### src/design/aoc_pkg.sv
`default_nettype none
// ----------------------------------------------------------------------------
// aoc_pkg: shared types and constants of the object tag table
// Widths, command codes and the structs handed between the cells and the
// top level.
// ----------------------------------------------------------------------------
package aoc_pkg;

   // field widths
   localparam int KEY_W      = 64;
   localparam int SIZE_W     = 20;
   localparam int STAMP_W    = 31;
   localparam int LINE_OUT_W = 4;
   // line index width, wide enough for the largest table of 64 lines
   localparam int IDX_W      = 6;

   localparam int LINES_DEFAULT = 10;

   localparam logic [STAMP_W-1:0] STAMP_MAX      = '1;
   localparam logic [SIZE_W-1:0]  MAX_SIZE_RESET = 20'd102400;

   // request commands
   localparam logic CMD_LOOKUP = 1'b0;
   localparam logic CMD_INSERT = 1'b1;

   // register index decoded from the address word
   localparam logic REG_MAX_SIZE = 1'b0;

   // search token that walks along the row of lines
   typedef struct packed {
      logic               active;
      logic               cmd;
      logic               ins_ok;
      logic [KEY_W-1:0]   key;
      logic [SIZE_W-1:0]  size;
      logic               hit;
      logic [IDX_W-1:0]   hit_line;
      logic [SIZE_W-1:0]  hit_size;
      logic               empty_found;
      logic [IDX_W-1:0]   empty_line;
      logic [STAMP_W-1:0] min_stamp;
      logic [IDX_W-1:0]   min_line;
   } probe_type;

   // line fill data broadcast to every line
   typedef struct packed {
      logic [KEY_W-1:0]   key;
      logic [STAMP_W-1:0] stamp;
      logic [SIZE_W-1:0]  size;
   } fill_type;

endpackage : aoc_pkg
`default_nettype wire

### src/design/aoc_req_if.sv
`default_nettype none
// ----------------------------------------------------------------------------
// aoc_req_if: request channel
// Valid/ready channel carrying a lookup or insert request.
// ----------------------------------------------------------------------------
interface aoc_req_if import aoc_pkg::*; ();

   logic              valid;
   logic              ready;
   logic              cmd;
   logic [KEY_W-1:0]  key;
   logic [SIZE_W-1:0] object_size;

   modport source (output valid, cmd, key, object_size, input ready);
   modport sink   (input valid, cmd, key, object_size, output ready);

endinterface : aoc_req_if
`default_nettype wire

### src/design/aoc_rsp_if.sv
`default_nettype none
// ----------------------------------------------------------------------------
// aoc_rsp_if: result channel
// Valid/ready channel carrying the outcome of one request.
// ----------------------------------------------------------------------------
interface aoc_rsp_if import aoc_pkg::*; ();

   logic                  valid;
   logic                  ready;
   logic                  hit;
   logic [LINE_OUT_W-1:0] line;
   logic [SIZE_W-1:0]     stored_size;
   logic                  accepted;
   logic                  evicted;

   modport source (output valid, hit, line, stored_size, accepted, evicted, input ready);
   modport sink   (input valid, hit, line, stored_size, accepted, evicted, output ready);

endinterface : aoc_rsp_if
`default_nettype wire

### src/design/aoc_cell.sv
`default_nettype none
// ----------------------------------------------------------------------------
// aoc_cell: one line of the tag table
// Holds valid, key, stamp and size of one line, updates the passing search
// token against its own line and registers it towards the next cell.
// ----------------------------------------------------------------------------
module aoc_cell import aoc_pkg::*; #(
   parameter int INDEX = 0
) (
   input  wire logic      clock,
   input  wire logic      reset,
   input  wire probe_type probe_i,
   output probe_type      probe_o,
   input  wire logic      wr_en_i,
   input  wire fill_type  wr_i,
   output logic           valid_o
);

   localparam logic [IDX_W-1:0] MY_IDX = IDX_W'(INDEX);
   localparam bit FIRST = (INDEX == 0);

   logic               valid_ff;
   logic [KEY_W-1:0]   key_ff;
   logic [STAMP_W-1:0] stamp_ff;
   logic [SIZE_W-1:0]  size_ff;
   probe_type          probe_ff;
   probe_type          probe_in;

   // compare the token against this line
   always_comb begin
      probe_in = probe_i;
      if (probe_i.active) begin
         if (probe_i.cmd == CMD_LOOKUP) begin
            if (!probe_i.hit && valid_ff && (key_ff == probe_i.key)) begin
               probe_in.hit      = 1'b1;
               probe_in.hit_line = MY_IDX;
               probe_in.hit_size = size_ff;
            end
         end else begin
            // first empty line wins
            if (!valid_ff && !probe_i.empty_found) begin
               probe_in.empty_found = 1'b1;
               probe_in.empty_line  = MY_IDX;
            end
            // oldest line, strict compare keeps the lower index on a tie
            if (valid_ff && (FIRST || (stamp_ff < probe_i.min_stamp))) begin
               probe_in.min_stamp = stamp_ff;
               probe_in.min_line  = MY_IDX;
            end
         end
      end
   end

   // token stage towards the next cell
   always_ff @(posedge clock) begin
      if (reset) begin
         probe_ff <= '0;
      end else begin
         probe_ff <= probe_in;
      end
   end

   // line valid flag
   always_ff @(posedge clock) begin
      if (reset) begin
         valid_ff <= 1'b0;
      end else if (wr_en_i) begin
         valid_ff <= 1'b1;
      end
   end

   // line contents
   always_ff @(posedge clock) begin
      if (wr_en_i) begin
         key_ff   <= wr_i.key;
         stamp_ff <= wr_i.stamp;
         size_ff  <= wr_i.size;
      end
   end

   assign probe_o = probe_ff;
   assign valid_o = valid_ff;

endmodule : aoc_cell
`default_nettype wire

### src/design/assoc_object_cache_oldest_insert_replace_unit.sv
`default_nettype none
// ----------------------------------------------------------------------------
// assoc_object_cache_oldest_insert_replace_unit: object tag table
// Fully associative table of LINES lines with oldest-insert replacement.
// ----------------------------------------------------------------------------
// Usage:
//   req_ch carries a lookup (cmd 0) or an insert (cmd 1) of a 64-bit key;
//   rsp_ch returns one result per request: hit, line and stored size for a
//   lookup, line, accepted and evicted for an insert.
//   The APB port holds the size limit at byte address 0; inserts above it
//   are refused and leave the table untouched.
// Timing:
//   a request walks the row of LINES line cells, one cell per cycle, is
//   captured at the end of the row and settled in the done state once the
//   output register is free; its result is then registered. One request is
//   in flight at a time, so a new request is taken only after the last one
//   is settled. The walk length is set by the cell chain.
//   A finished result waits in the output register while the next request
//   is taken; a further result is held back until that register is read.
// Reset:
//   synchronous, clears all line valid flags, the stamp counter and the
//   register to its default of 102400.
// ----------------------------------------------------------------------------
module assoc_object_cache_oldest_insert_replace_unit import aoc_pkg::*; #(
   parameter int LINES = LINES_DEFAULT
) (
   input  wire logic        clock,
   input  wire logic        reset,
   aoc_req_if.sink          req_ch,
   aoc_rsp_if.source        rsp_ch,
   input  wire logic        psel,
   input  wire logic        penable,
   input  wire logic        pwrite,
   input  wire logic [2:0]  paddr,
   input  wire logic [31:0] pwdata,
   output logic [31:0]      prdata,
   output logic             pready
);

   typedef enum logic [2:0] {
      ST_IDLE = 3'b001,
      ST_SCAN = 3'b010,
      ST_DONE = 3'b100
   } state_type;

   state_type             state_ff, state_in;
   logic [SIZE_W-1:0]     max_size_ff;
   logic [STAMP_W-1:0]    stamp_ctr_ff;
   logic [STAMP_W-1:0]    stamp_next;
   probe_type             done_ff;
   probe_type             entry;
   probe_type             chain [LINES+1];
   logic [LINES-1:0]      line_valid;
   logic [LINES-1:0]      cell_wr_en;
   fill_type              fill;
   logic                  req_take;
   logic                  out_free;
   logic                  finish;
   logic                  is_ins;
   logic                  wr_go;
   logic [IDX_W-1:0]      pick;

   logic                  rsp_valid_ff;
   logic                  rsp_hit_ff;
   logic [LINE_OUT_W-1:0] rsp_line_ff;
   logic [SIZE_W-1:0]     rsp_size_ff;
   logic                  rsp_accepted_ff;
   logic                  rsp_evicted_ff;

   // register port
   assign pready = 1'b1;
   assign prdata = (paddr[2] == REG_MAX_SIZE) ? 32'(max_size_ff) : '0;

   always_ff @(posedge clock) begin
      if (reset) begin
         max_size_ff <= MAX_SIZE_RESET;
      end else if (psel && penable && pwrite && (paddr[2] == REG_MAX_SIZE)) begin
         max_size_ff <= pwdata[SIZE_W-1:0];
      end
   end

   // request entry into the first cell
   assign req_ch.ready = (state_ff == ST_IDLE);
   assign req_take     = req_ch.valid && req_ch.ready;

   always_comb begin
      entry             = '0;
      entry.active      = req_take;
      entry.cmd         = req_ch.cmd;
      entry.ins_ok      = (req_ch.object_size <= max_size_ff);
      entry.key         = req_ch.key;
      entry.size        = req_ch.object_size;
   end

   assign chain[0] = entry;

   // row of line cells
   for (genvar i = 0; i < LINES; i++) begin : g_cell
      assign cell_wr_en[i] = wr_go && (pick == IDX_W'(i));

      aoc_cell #(
         .INDEX (i)
      ) u_cell (
         .clock   (clock),
         .reset   (reset),
         .probe_i (chain[i]),
         .probe_o (chain[i+1]),
         .wr_en_i (cell_wr_en[i]),
         .wr_i    (fill),
         .valid_o (line_valid[i])
      );
   end

   // capture the token leaving the last cell
   always_ff @(posedge clock) begin
      if ((state_ff == ST_SCAN) && chain[LINES].active) begin
         done_ff <= chain[LINES];
      end
   end

   // settle the request
   assign out_free   = !rsp_valid_ff || rsp_ch.ready;
   assign finish     = (state_ff == ST_DONE) && out_free;
   assign is_ins     = (done_ff.cmd == CMD_INSERT);
   assign wr_go      = finish && is_ins && done_ff.ins_ok;
   assign pick       = done_ff.empty_found ? done_ff.empty_line : done_ff.min_line;
   assign stamp_next = (stamp_ctr_ff == STAMP_MAX) ? stamp_ctr_ff : stamp_ctr_ff + 1'b1;

   always_comb begin
      fill.key   = done_ff.key;
      fill.stamp = stamp_next;
      fill.size  = done_ff.size;
   end

   // stamp counter
   always_ff @(posedge clock) begin
      if (reset) begin
         stamp_ctr_ff <= '0;
      end else if (wr_go) begin
         stamp_ctr_ff <= stamp_next;
      end
   end

   // control sequence
   always_comb begin
      state_in = state_ff;
      unique case (state_ff)
         ST_IDLE: begin
            if (req_take) begin
               state_in = ST_SCAN;
            end
         end
         ST_SCAN: begin
            if (chain[LINES].active) begin
               state_in = ST_DONE;
            end
         end
         ST_DONE: begin
            if (out_free) begin
               state_in = ST_IDLE;
            end
         end
         default: state_in = ST_IDLE;
      endcase
   end

   always_ff @(posedge clock) begin
      if (reset) begin
         state_ff <= ST_IDLE;
      end else begin
         state_ff <= state_in;
      end
   end

   // result register
   always_ff @(posedge clock) begin
      if (reset) begin
         rsp_valid_ff <= 1'b0;
      end else if (finish) begin
         rsp_valid_ff <= 1'b1;
      end else if (rsp_ch.ready) begin
         rsp_valid_ff <= 1'b0;
      end
   end

   always_ff @(posedge clock) begin
      if (finish) begin
         rsp_hit_ff      <= !is_ins && done_ff.hit;
         rsp_size_ff     <= (!is_ins && done_ff.hit) ? done_ff.hit_size : '0;
         rsp_accepted_ff <= is_ins && done_ff.ins_ok;
         rsp_evicted_ff  <= is_ins && done_ff.ins_ok && !done_ff.empty_found;
         if (is_ins) begin
            rsp_line_ff <= done_ff.ins_ok ? pick[LINE_OUT_W-1:0] : '0;
         end else begin
            rsp_line_ff <= done_ff.hit ? done_ff.hit_line[LINE_OUT_W-1:0] : '0;
         end
      end
   end

   assign rsp_ch.valid       = rsp_valid_ff;
   assign rsp_ch.hit         = rsp_hit_ff;
   assign rsp_ch.line        = rsp_line_ff;
   assign rsp_ch.stored_size = rsp_size_ff;
   assign rsp_ch.accepted    = rsp_accepted_ff;
   assign rsp_ch.evicted     = rsp_evicted_ff;

`ifndef SYNTHESIS
   logic [LINES-1:0] probe_act;

   for (genvar j = 0; j < LINES; j++) begin : g_act
      assign probe_act[j] = chain[j+1].active;
   end

   // never more than one token in the row
   a_one_token: assert property (@(posedge clock) disable iff (reset)
      $onehot0(probe_act))
      else $error("more than one request token in the cell row");

   // a taken request enters the first cell next cycle
   a_enter: assert property (@(posedge clock) disable iff (reset)
      req_take |=> probe_act[0])
      else $error("taken request did not enter the first cell");

   // replacement only when every line holds data
   a_evict_full: assert property (@(posedge clock) disable iff (reset)
      (wr_go && !done_ff.empty_found) |-> (&line_valid))
      else $error("line replaced while an empty line exists");

   // no request taken while one is still in the row
   a_no_overlap: assert property (@(posedge clock) disable iff (reset)
      (|probe_act) |-> !req_take)
      else $error("request taken while another is in flight");

   // a result is either a lookup or an insert outcome
   a_rsp_kind: assert property (@(posedge clock) disable iff (reset)
      rsp_valid_ff |-> !(rsp_hit_ff && rsp_accepted_ff))
      else $error("result reports both hit and accepted");
`endif

endmodule : assoc_object_cache_oldest_insert_replace_unit
`default_nettype wire

### src/flat_wrapper.sv
// flat-port wrapper written by rule: the top's interface ports become plain ports
module assoc_object_cache_oldest_insert_replace_unit_flat import aoc_pkg::*;
#(
   parameter int LINES = LINES_DEFAULT
)
  (clock, reset, psel, penable, pwrite, paddr, pwdata, prdata, pready, req_ch_valid, req_ch_cmd, req_ch_key, req_ch_object_size, req_ch_ready, rsp_ch_valid, rsp_ch_hit, rsp_ch_line, rsp_ch_stored_size, rsp_ch_accepted, rsp_ch_evicted, rsp_ch_ready);
  aoc_req_if req_ch_i ();
  aoc_rsp_if rsp_ch_i ();
  input  wire logic clock;
  input  wire logic reset;
  input  wire logic psel;
  input  wire logic penable;
  input  wire logic pwrite;
  input  wire logic [2:0] paddr;
  input  wire logic [31:0] pwdata;
  output logic [31:0] prdata;
  output logic pready;
  input wire logic [$bits(req_ch_i.valid)-1:0] req_ch_valid;
  input wire logic [$bits(req_ch_i.cmd)-1:0] req_ch_cmd;
  input wire logic [$bits(req_ch_i.key)-1:0] req_ch_key;
  input wire logic [$bits(req_ch_i.object_size)-1:0] req_ch_object_size;
  output wire logic [$bits(req_ch_i.ready)-1:0] req_ch_ready;
  output wire logic [$bits(rsp_ch_i.valid)-1:0] rsp_ch_valid;
  output wire logic [$bits(rsp_ch_i.hit)-1:0] rsp_ch_hit;
  output wire logic [$bits(rsp_ch_i.line)-1:0] rsp_ch_line;
  output wire logic [$bits(rsp_ch_i.stored_size)-1:0] rsp_ch_stored_size;
  output wire logic [$bits(rsp_ch_i.accepted)-1:0] rsp_ch_accepted;
  output wire logic [$bits(rsp_ch_i.evicted)-1:0] rsp_ch_evicted;
  input wire logic [$bits(rsp_ch_i.ready)-1:0] rsp_ch_ready;
  assign req_ch_i.valid = req_ch_valid;
  assign req_ch_i.cmd = req_ch_cmd;
  assign req_ch_i.key = req_ch_key;
  assign req_ch_i.object_size = req_ch_object_size;
  assign req_ch_ready = req_ch_i.ready;
  assign rsp_ch_valid = rsp_ch_i.valid;
  assign rsp_ch_hit = rsp_ch_i.hit;
  assign rsp_ch_line = rsp_ch_i.line;
  assign rsp_ch_stored_size = rsp_ch_i.stored_size;
  assign rsp_ch_accepted = rsp_ch_i.accepted;
  assign rsp_ch_evicted = rsp_ch_i.evicted;
  assign rsp_ch_i.ready = rsp_ch_ready;
  assoc_object_cache_oldest_insert_replace_unit #(.LINES(LINES)) u_core (.clock(clock), .reset(reset), .req_ch(req_ch_i), .rsp_ch(rsp_ch_i), .psel(psel), .penable(penable), .pwrite(pwrite), .paddr(paddr), .pwdata(pwdata), .prdata(prdata), .pready(pready));
endmodule
### config.mk
export PLATFORM = sky130hd
export DESIGN_NAME = assoc_object_cache_oldest_insert_replace_unit_flat
export DESIGN_NICKNAME = d
export VERILOG_FILES = /design/src/design/aoc_pkg.sv /design/src/design/aoc_req_if.sv /design/src/design/aoc_rsp_if.sv /design/src/design/aoc_cell.sv /design/src/design/assoc_object_cache_oldest_insert_replace_unit.sv /design/src/flat_wrapper.sv
export SDC_FILE = /design/constraint.sdc
export NUM_CORES = 2
export LEC_CHECK = 0
export BUFFER_PORTS_ARGS = -buffer_cell sky130_fd_sc_hd__clkbuf_2
export CAP_MARGIN = 20
export CORE_MARGIN = 3
export CORE_UTILIZATION = 45
export CTS_CLUSTER_DIAMETER = 120
export DETAILED_ROUTE_END_ITERATION = 16
export PLACE_DENSITY = 0.62
export SLEW_MARGIN = 20
export SYNTH_ARGS = -nofsm -noshare
export SYNTH_HDL_FRONTEND = slang
export SYNTH_SLANG_ARGS = --single-unit
### constraint.sdc
create_clock -name clock -period 10.55 [get_ports clock]
set_clock_uncertainty 0.1 [all_clocks]
set_input_delay 1.055 -clock clock [delete_from_list [all_inputs] [get_ports clock]]
set_output_delay 1.055 -clock clock [all_outputs]
set_load 0.05 [all_outputs]
# Yosys cells after proc, flatten, opt, wreduce, memory -nomap -nowiden
# Index checks and enable logic that the tools add are counted.
dict set report word_totals {
  reg_bits 2913
  in_bits 127
  output_inout_bits 62
  elab_cells 384
}
dict set report classes {
  addsub 1
  magnitude_cmp 10
  n_eq_ne 26
  mux 68
  n_bitwise 5
  n_reduce_logical 96
}
# op count
set ops {}
lappend ops {{== test 64 bit} 10}
lappend ops {{two-way mux 71 bit} 9}
lappend ops {{two-way mux 27 bit} 19}
lappend ops {{two-way mux 44 bit} 9}
lappend ops {{two-way mux 37 bit} 9}
lappend ops {{< comparator 31 bit} 9}
lappend ops {{two-way mux 7 bit} 10}
lappend ops {{logical AND 1 bit} 58}
lappend ops {{adder 31 x 1 -> 31 bit (second input constant)} 1}
lappend ops {{== test 31 bit (second input constant)} 1}
lappend ops {{two-way mux 31 bit} 1}
lappend ops {{logical NOT 1 bit} 30}
lappend ops {{== test 6 x 3 -> 1 bit (second input constant)} 4}
lappend ops {{less-or-equal comparator 20 bit} 1}
lappend ops {{two-way mux 20 bit} 1}
lappend ops {{== test 6 x 2 -> 1 bit (second input constant)} 2}
lappend ops {{== test 6 x 4 -> 1 bit (second input constant)} 2}
lappend ops {{two-way mux 4 bit} 3}
lappend ops {{two-way mux 3 bit} 3}
lappend ops {{case mux 3 bit (3 select lines)} 1}
lappend ops {{OR reduction 4 bit} 2}
lappend ops {{== test 6 x 1 -> 1 bit (second input constant)} 1}
lappend ops {{logical NOT 6 bit} 1}
lappend ops {{two-way mux 6 bit} 1}
lappend ops {{11 further kinds} 18}

# Logic depth before layout (Yosys ltp)
dict set report logic_depth {
  depth_word 6
  mapped_depth 10
  ltp_nobuf 8
}

# Hierarchy
# A second synthesis with hierarchy kept.
dict set report hier_totals {
  cells_unflattened 8284
  area_unflattened_um2 106394.5
}
# module instances cells_per_inst area_each_um2 seq_area_each_um2
set modules_own_cells {}
lappend modules_own_cells {{aoc_cell at u_core.g_cell[6].u_cell ...} 2 766 9870.7 6636.4}
lappend modules_own_cells {{aoc_cell at u_core.g_cell[2].u_cell ...} 2 762 9849.4 6636.4}
lappend modules_own_cells {{aoc_cell at u_core.g_cell[1].u_cell} 1 764 9872.0 6636.4}
lappend modules_own_cells {{aoc_cell at u_core.g_cell[7].u_cell} 1 769 9869.5 6636.4}
lappend modules_own_cells {{aoc_cell at u_core.g_cell[3].u_cell} 1 763 9864.5 6636.4}
lappend modules_own_cells {{aoc_cell at u_core.g_cell[5].u_cell} 1 764 9862.0 6636.4}
lappend modules_own_cells {{aoc_cell at u_core.g_cell[8].u_cell} 1 764 9858.2 6636.4}
lappend modules_own_cells {{aoc_cell at u_core.g_cell[0].u_cell} 1 673 8937.3 6636.4}
lappend modules_own_cells {assoc_object_cache_oldest_insert_replace_unit 1 731 8690.8 5635.4}

# Worst setup path before layout
# Ideal clock, no wire load.
dict set report synth_timing {
  path_type {reg2reg}
  from {reg u_core.state_ff[0]}
  to {reg u_core.done_ff[0] (netlist name), enable pin}
  setup_time_ns 0.770
  arrival_ns 9.198
  required_time_ns 9.680
  setup_slack_ns 0.482
  stages_incl_launch_ff 3
  n_path_buf 0
  synth_period_minus_slack_ns 10.068
  path_cell_list {dfxtp_1 > nand2b_1 > nor3b_1}
}
dict set report synth_via {
  elab_chain_len 2
}
# element line
set synth_rtl {}
lappend synth_rtl {{start, declared} assoc_object_cache_oldest_insert_replace_unit.sv:46} ;# state_type state_ff, state_in;
lappend synth_rtl {{start signal, assigned} assoc_object_cache_oldest_insert_replace_unit.sv:171} ;# state_ff <= state_in;
lappend synth_rtl {{== test 3 x 2 -> 1 bit} assoc_object_cache_oldest_insert_replace_unit.sv:116} ;# if ((state_ff == ST_SCAN) && chain[LINES].active) begin
lappend synth_rtl {{logical AND 1 bit} assoc_object_cache_oldest_insert_replace_unit.sv:116}
lappend synth_rtl {{end signal, assigned} assoc_object_cache_oldest_insert_replace_unit.sv:117} ;# done_ff <= chain[LINES];
lappend synth_rtl {{end, declared} assoc_object_cache_oldest_insert_replace_unit.sv:50} ;# probe_type done_ff;
# No other way between the ends.
# A chain may end at the register's enable or synchronous reset.

# Worst setup path in the final report
dict set report layout_timing {
  from {reg u_core.state_ff[2]}
  to {reg u_core.g_cell[9].u_cell.key_ff[14], enable pin}
}
dict set report layout_via {
  elab_chain_len 5
}
# element line
set layout_rtl {}
lappend layout_rtl {{== test 3 bit} assoc_object_cache_oldest_insert_replace_unit.sv:123} ;# assign finish = (state_ff == ST_DONE) && out_free;
lappend layout_rtl {{logical AND 1 bit} assoc_object_cache_oldest_insert_replace_unit.sv:123}
lappend layout_rtl {{logical AND 1 bit (2 in series)} assoc_object_cache_oldest_insert_replace_unit.sv:125} ;# assign wr_go = finish && is_ins && done_ff.ins_ok;
lappend layout_rtl {{logical AND 1 bit} assoc_object_cache_oldest_insert_replace_unit.sv:99} ;# assign cell_wr_en[i] = wr_go && (pick == IDX_W'(i));
lappend layout_rtl {{via u_core.g_cell[9].u_cell.wr_en_i} aoc_cell.sv:14} ;# input wire logic wr_en_i,
lappend layout_rtl {{end signal, assigned} aoc_cell.sv:75} ;# key_ff <= wr_i.key;
lappend layout_rtl {{end, declared} aoc_cell.sv:23} ;# logic [KEY_W-1:0] key_ff;
# The timed path passes the listed nets, and every way through them passes these cells.

==> results.sh <==
export IMPL_status="finished clean"
export IMPL_overflow=0
export IMPL_swShare_pct=19.8
export IMPL_area_growth_pct=13.7
export IMPL_finalNetCount=8403
export IMPL_clk_pin_slew_ns=0.06
export IMPL_critPathMaxStageDelay_ns=0.85
export IMPL_setup_viol=0
export IMPL_clkPwrFrac_pct=46.8
export IMPL_start_kind="flop"
export IMPL_ant_nets=0
export IMPL_min_period_over_period_pct=41.4
export IMPL_routedWlPerCell_um=21.0
export IMPL_arrival_ns=4.77
export IMPL_path_max_fanout=60
export IMPL_worst_pin_slew_ns=1.13
export IMPL_finalCriticalPeriod_ns=4.37
export IMPL_hp_class="input port to flop"
export IMPL_die_h_um=480
export IMPL_path_cells="or3b_4, nor3_2, buf_4, nand3_1, nor2_4, buf_4, buf_4"
export IMPL_cp_end_kind="flop"
export IMPL_io_pins=189
export IMPL_worst_path_buf_inv=3
export IMPL_crit_family="simple AND/OR/NAND/NOR gates"
export IMPL_synth_ff_type="dfxtp_1"
export IMPL_vdd_drop_max_v=0.000209
export IMPL_firstDrtPassIters=6
export IMPL_vias=57400
export IMPL_layout_drive_gt1_share_pct=8.99
export IMPL_slew_headroom_pct=24.2
export IMPL_ys_seq_area_share_pct=68.5
export IMPL_vias_per_cell=5.13
export IMPL_clock_fmax_ghz=0.229
export IMPL_synth_area_leaders="edfxtp_1 39%, dfxtp_1 30%, nor2b_1 5.4%, xnor2_1 4.3%, ha_1 3.6%"
export IMPL_clk_latency_ns=0.93
export IMPL_grt_max_degree=196
export IMPL_yosys_warnings=0
export IMPL_grt_usage_pct=20.3
export IMPL_antenna_found_initial=7
export IMPL_ys_async_sr_fraction_pct=0
export IMPL_cts_made_buffers=297
export IMPL_cts_resized=0
export IMPL_slowest_stage="nor2_4"
export IMPL_crit_path_frequent_cell="buf_4"
export IMPL_gp_congestion=0.842
export IMPL_root_buffer="clkbuf_16"
export IMPL_drc=0
export IMPL_dp_hpwl_um=163000
export IMPL_drt_total_wl_um=235000
export IMPL_netlist_area_um2=101000
export IMPL_setup_worst_path_class="flop to flop"
export IMPL_fin_ws_ns=6.18
export IMPL_synth_cells=7792
export IMPL_cts_hold_buffers=0
export IMPL_port_buffer_count=161
export IMPL_cts_max_path_buffers=4
export IMPL_drv_slew=0
export IMPL_worstPathRequired_ns=10.95
export IMPL_p_per_area_nw_per_um2=192
export IMPL_ys_types=78
export IMPL_power_switching_mw=4.35
export IMPL_setup_tns_ns=0
export IMPL_mostFrequentLayoutCells="1509 x dfxtp_1, 1297 x edfxtp_1, 873 x nor2b_1"
export IMPL_pre_cts_slack_ns=5.43
export IMPL_fp_dieArea_um2=230000
export IMPL_synth_top_area_share_pct=38.6
export IMPL_cts_max_level=5
export IMPL_synth_area_per_cell_um2=12.9
export IMPL_synth_top_area_cell="edfxtp_1"
export IMPL_cts_tree="done"
export IMPL_start_util_pct=45.3
export IMPL_cts_sinks=2806
export IMPL_final_common_cell="dfxtp_1"
export IMPL_first_iter_violations=3883
export IMPL_rsz0062_at_grt="no"
export IMPL_core_area_um2=223000
export IMPL_seqPwrFrac_pct=51.7
export IMPL_grt_pass1_vias=57700
export IMPL_cap_violations=0
export IMPL_finalHoldViolCount=0
export IMPL_die_x_um=480
export IMPL_post_cts_buffers=0
export IMPL_rows=173
export IMPL_grt_pass1_wl_um=356000
export IMPL_comb_power_share_pct=1.4
export IMPL_p_leak_nw=41.7
export IMPL_synth_seq_cells=2806
export IMPL_internal_power_mw=17.6
export IMPL_synth_edf_count=1297
-- sequential cells by signal, indices dropped and copies added, names as in the netlist, 10 cells and up --
signal,count
u_core.done_ff,119
u_core.g_cell.u_cell.key_ff,640
u_core.rsp_ch.stored_size,20
u_core.g_cell.u_cell.stamp_ff,310
u_core.g_cell.u_cell.size_ff,200
u_core.stamp_ctr_ff,31
u_core.g_cell.u_cell.probe_o,1444
u_core.g_cell.u_cell.valid_o,10
u_core.max_size_ff,20
-- synth_stat cells (all sizes together), types with 20 or more instances --
cell type     n
clkbuf      305
ha          291
buf          59
a21o         29
edfxtp     1297
and3         24
a21oi       344
nand4       181
xor2        164
xnor2       491
and2         86
nor4         66
o21ai       238
nand2       465
o21a         24
nor2b       873
nor3         37
nor2        204
o2111ai      96
nand3       231
o31ai        95
nor3b        20
mux2i       161
and4         32
dfxtp      1509
inv         335
-- path summary, 6_finish.rpt --
kind | endpoint | slack (ns) | depth (start not counted) | startpoint
worst min-delay path | u_core.max_size_ff[5] | 0.25 | 3 | pwdata[5]
worst max-delay path | u_core.g_cell[9].u_cell.key_ff[14] | 6.18 | 7 | u_core.state_ff[2]
worst max register to register | u_core.g_cell[9].u_cell.key_ff[14] | 6.18 | 7 | u_core.state_ff[2]
worst min register to register | u_core.done_ff[102] | 0.27 | 0 | u_core.g_cell[9].u_cell.probe_o[102]
-- worst min-delay path, cell delays in order --
cell and delay, ns:
clkbuf_2 0.08, nand2_1 0.04, a21oi_1 0.05
-- final cells by class --
| type | instances | area, um^2 |
|---|---|---|
| Fill cell | 18900 | 108000 |
| Sequential cell | 2806 | 69200 |
| Multi-Input combinational cell | 4298 | 29400 |
| Clock buffer | 428 | 8530 |
| Tap cell | 2975 | 3720 |
| Timing Repair Buffer | 247 | 1530 |
| Inverter | 335 | 1260 |
| Clock inverter | 95 | 1130 |
| Antenna cell | 5 | 12.5 |
-- metal layers --
| metal | up-vias | routed length [um] | GRT usage, % |
|---|---|---|---|
| met4 | 0 | 8260 | 6.96 |
| met3 | 437 | 9440 | 2.76 |
| met1 | 28200 | 101000 | 26.0 |
| met5 | - | 0 | 0 |
| met2 | 1296 | 116000 | 35.3 |
| li1 | 27500 | - | - |
-- stage by stage --
stage                     hold WS (ns)  utilization, %  area (um^2)  total power [mW]  std cells
after detailed placement         0.289            47.2       105000              11.9      10700
final                            0.253            51.6       115000              22.0      11200
after floorplan                  0.286               -       101000              11.8       7803
after global routing             0.203            51.6       115000              22.7      11200
after CTS                        0.181            51.5       115000              22.2      11200
after global placement           0.285            47.2       105000              11.9      10700
-- power groups by stage --
| stage | clock (mW) | combinational (mW) | sequential [mW] |
|---|---|---|---|
| finish | 10.3 | 0.313 | 11.4 |
| global route | 10.9 | 0.342 | 11.4 |
| CTS | 10.5 | 0.317 | 11.4 |
| detailed placement | 0 | 0.315 | 11.6 |
| global placement | 0 | 0.312 | 11.6 |
| floorplan | 0 | 0.215 | 11.6 |
-- cells by family (layout without fill, tap and decap cells) --
kind of cell | after synthesis | in the layout | share of synthesized area [%]
compound gates | 907 | 907 | 5.51
xor+xnor | 655 | 655 | 5.69
other cells | 2 | 18 | 0.00744
fa+ha+maj | 291 | 291 | 3.61
buf+inv | 699 | 1105 | 2.73
simple gates | 2269 | 2269 | 12.3
flops | 2806 | 2806 | 68.5
mux | 163 | 163 | 1.62
(Power assumes the default switching activity.)
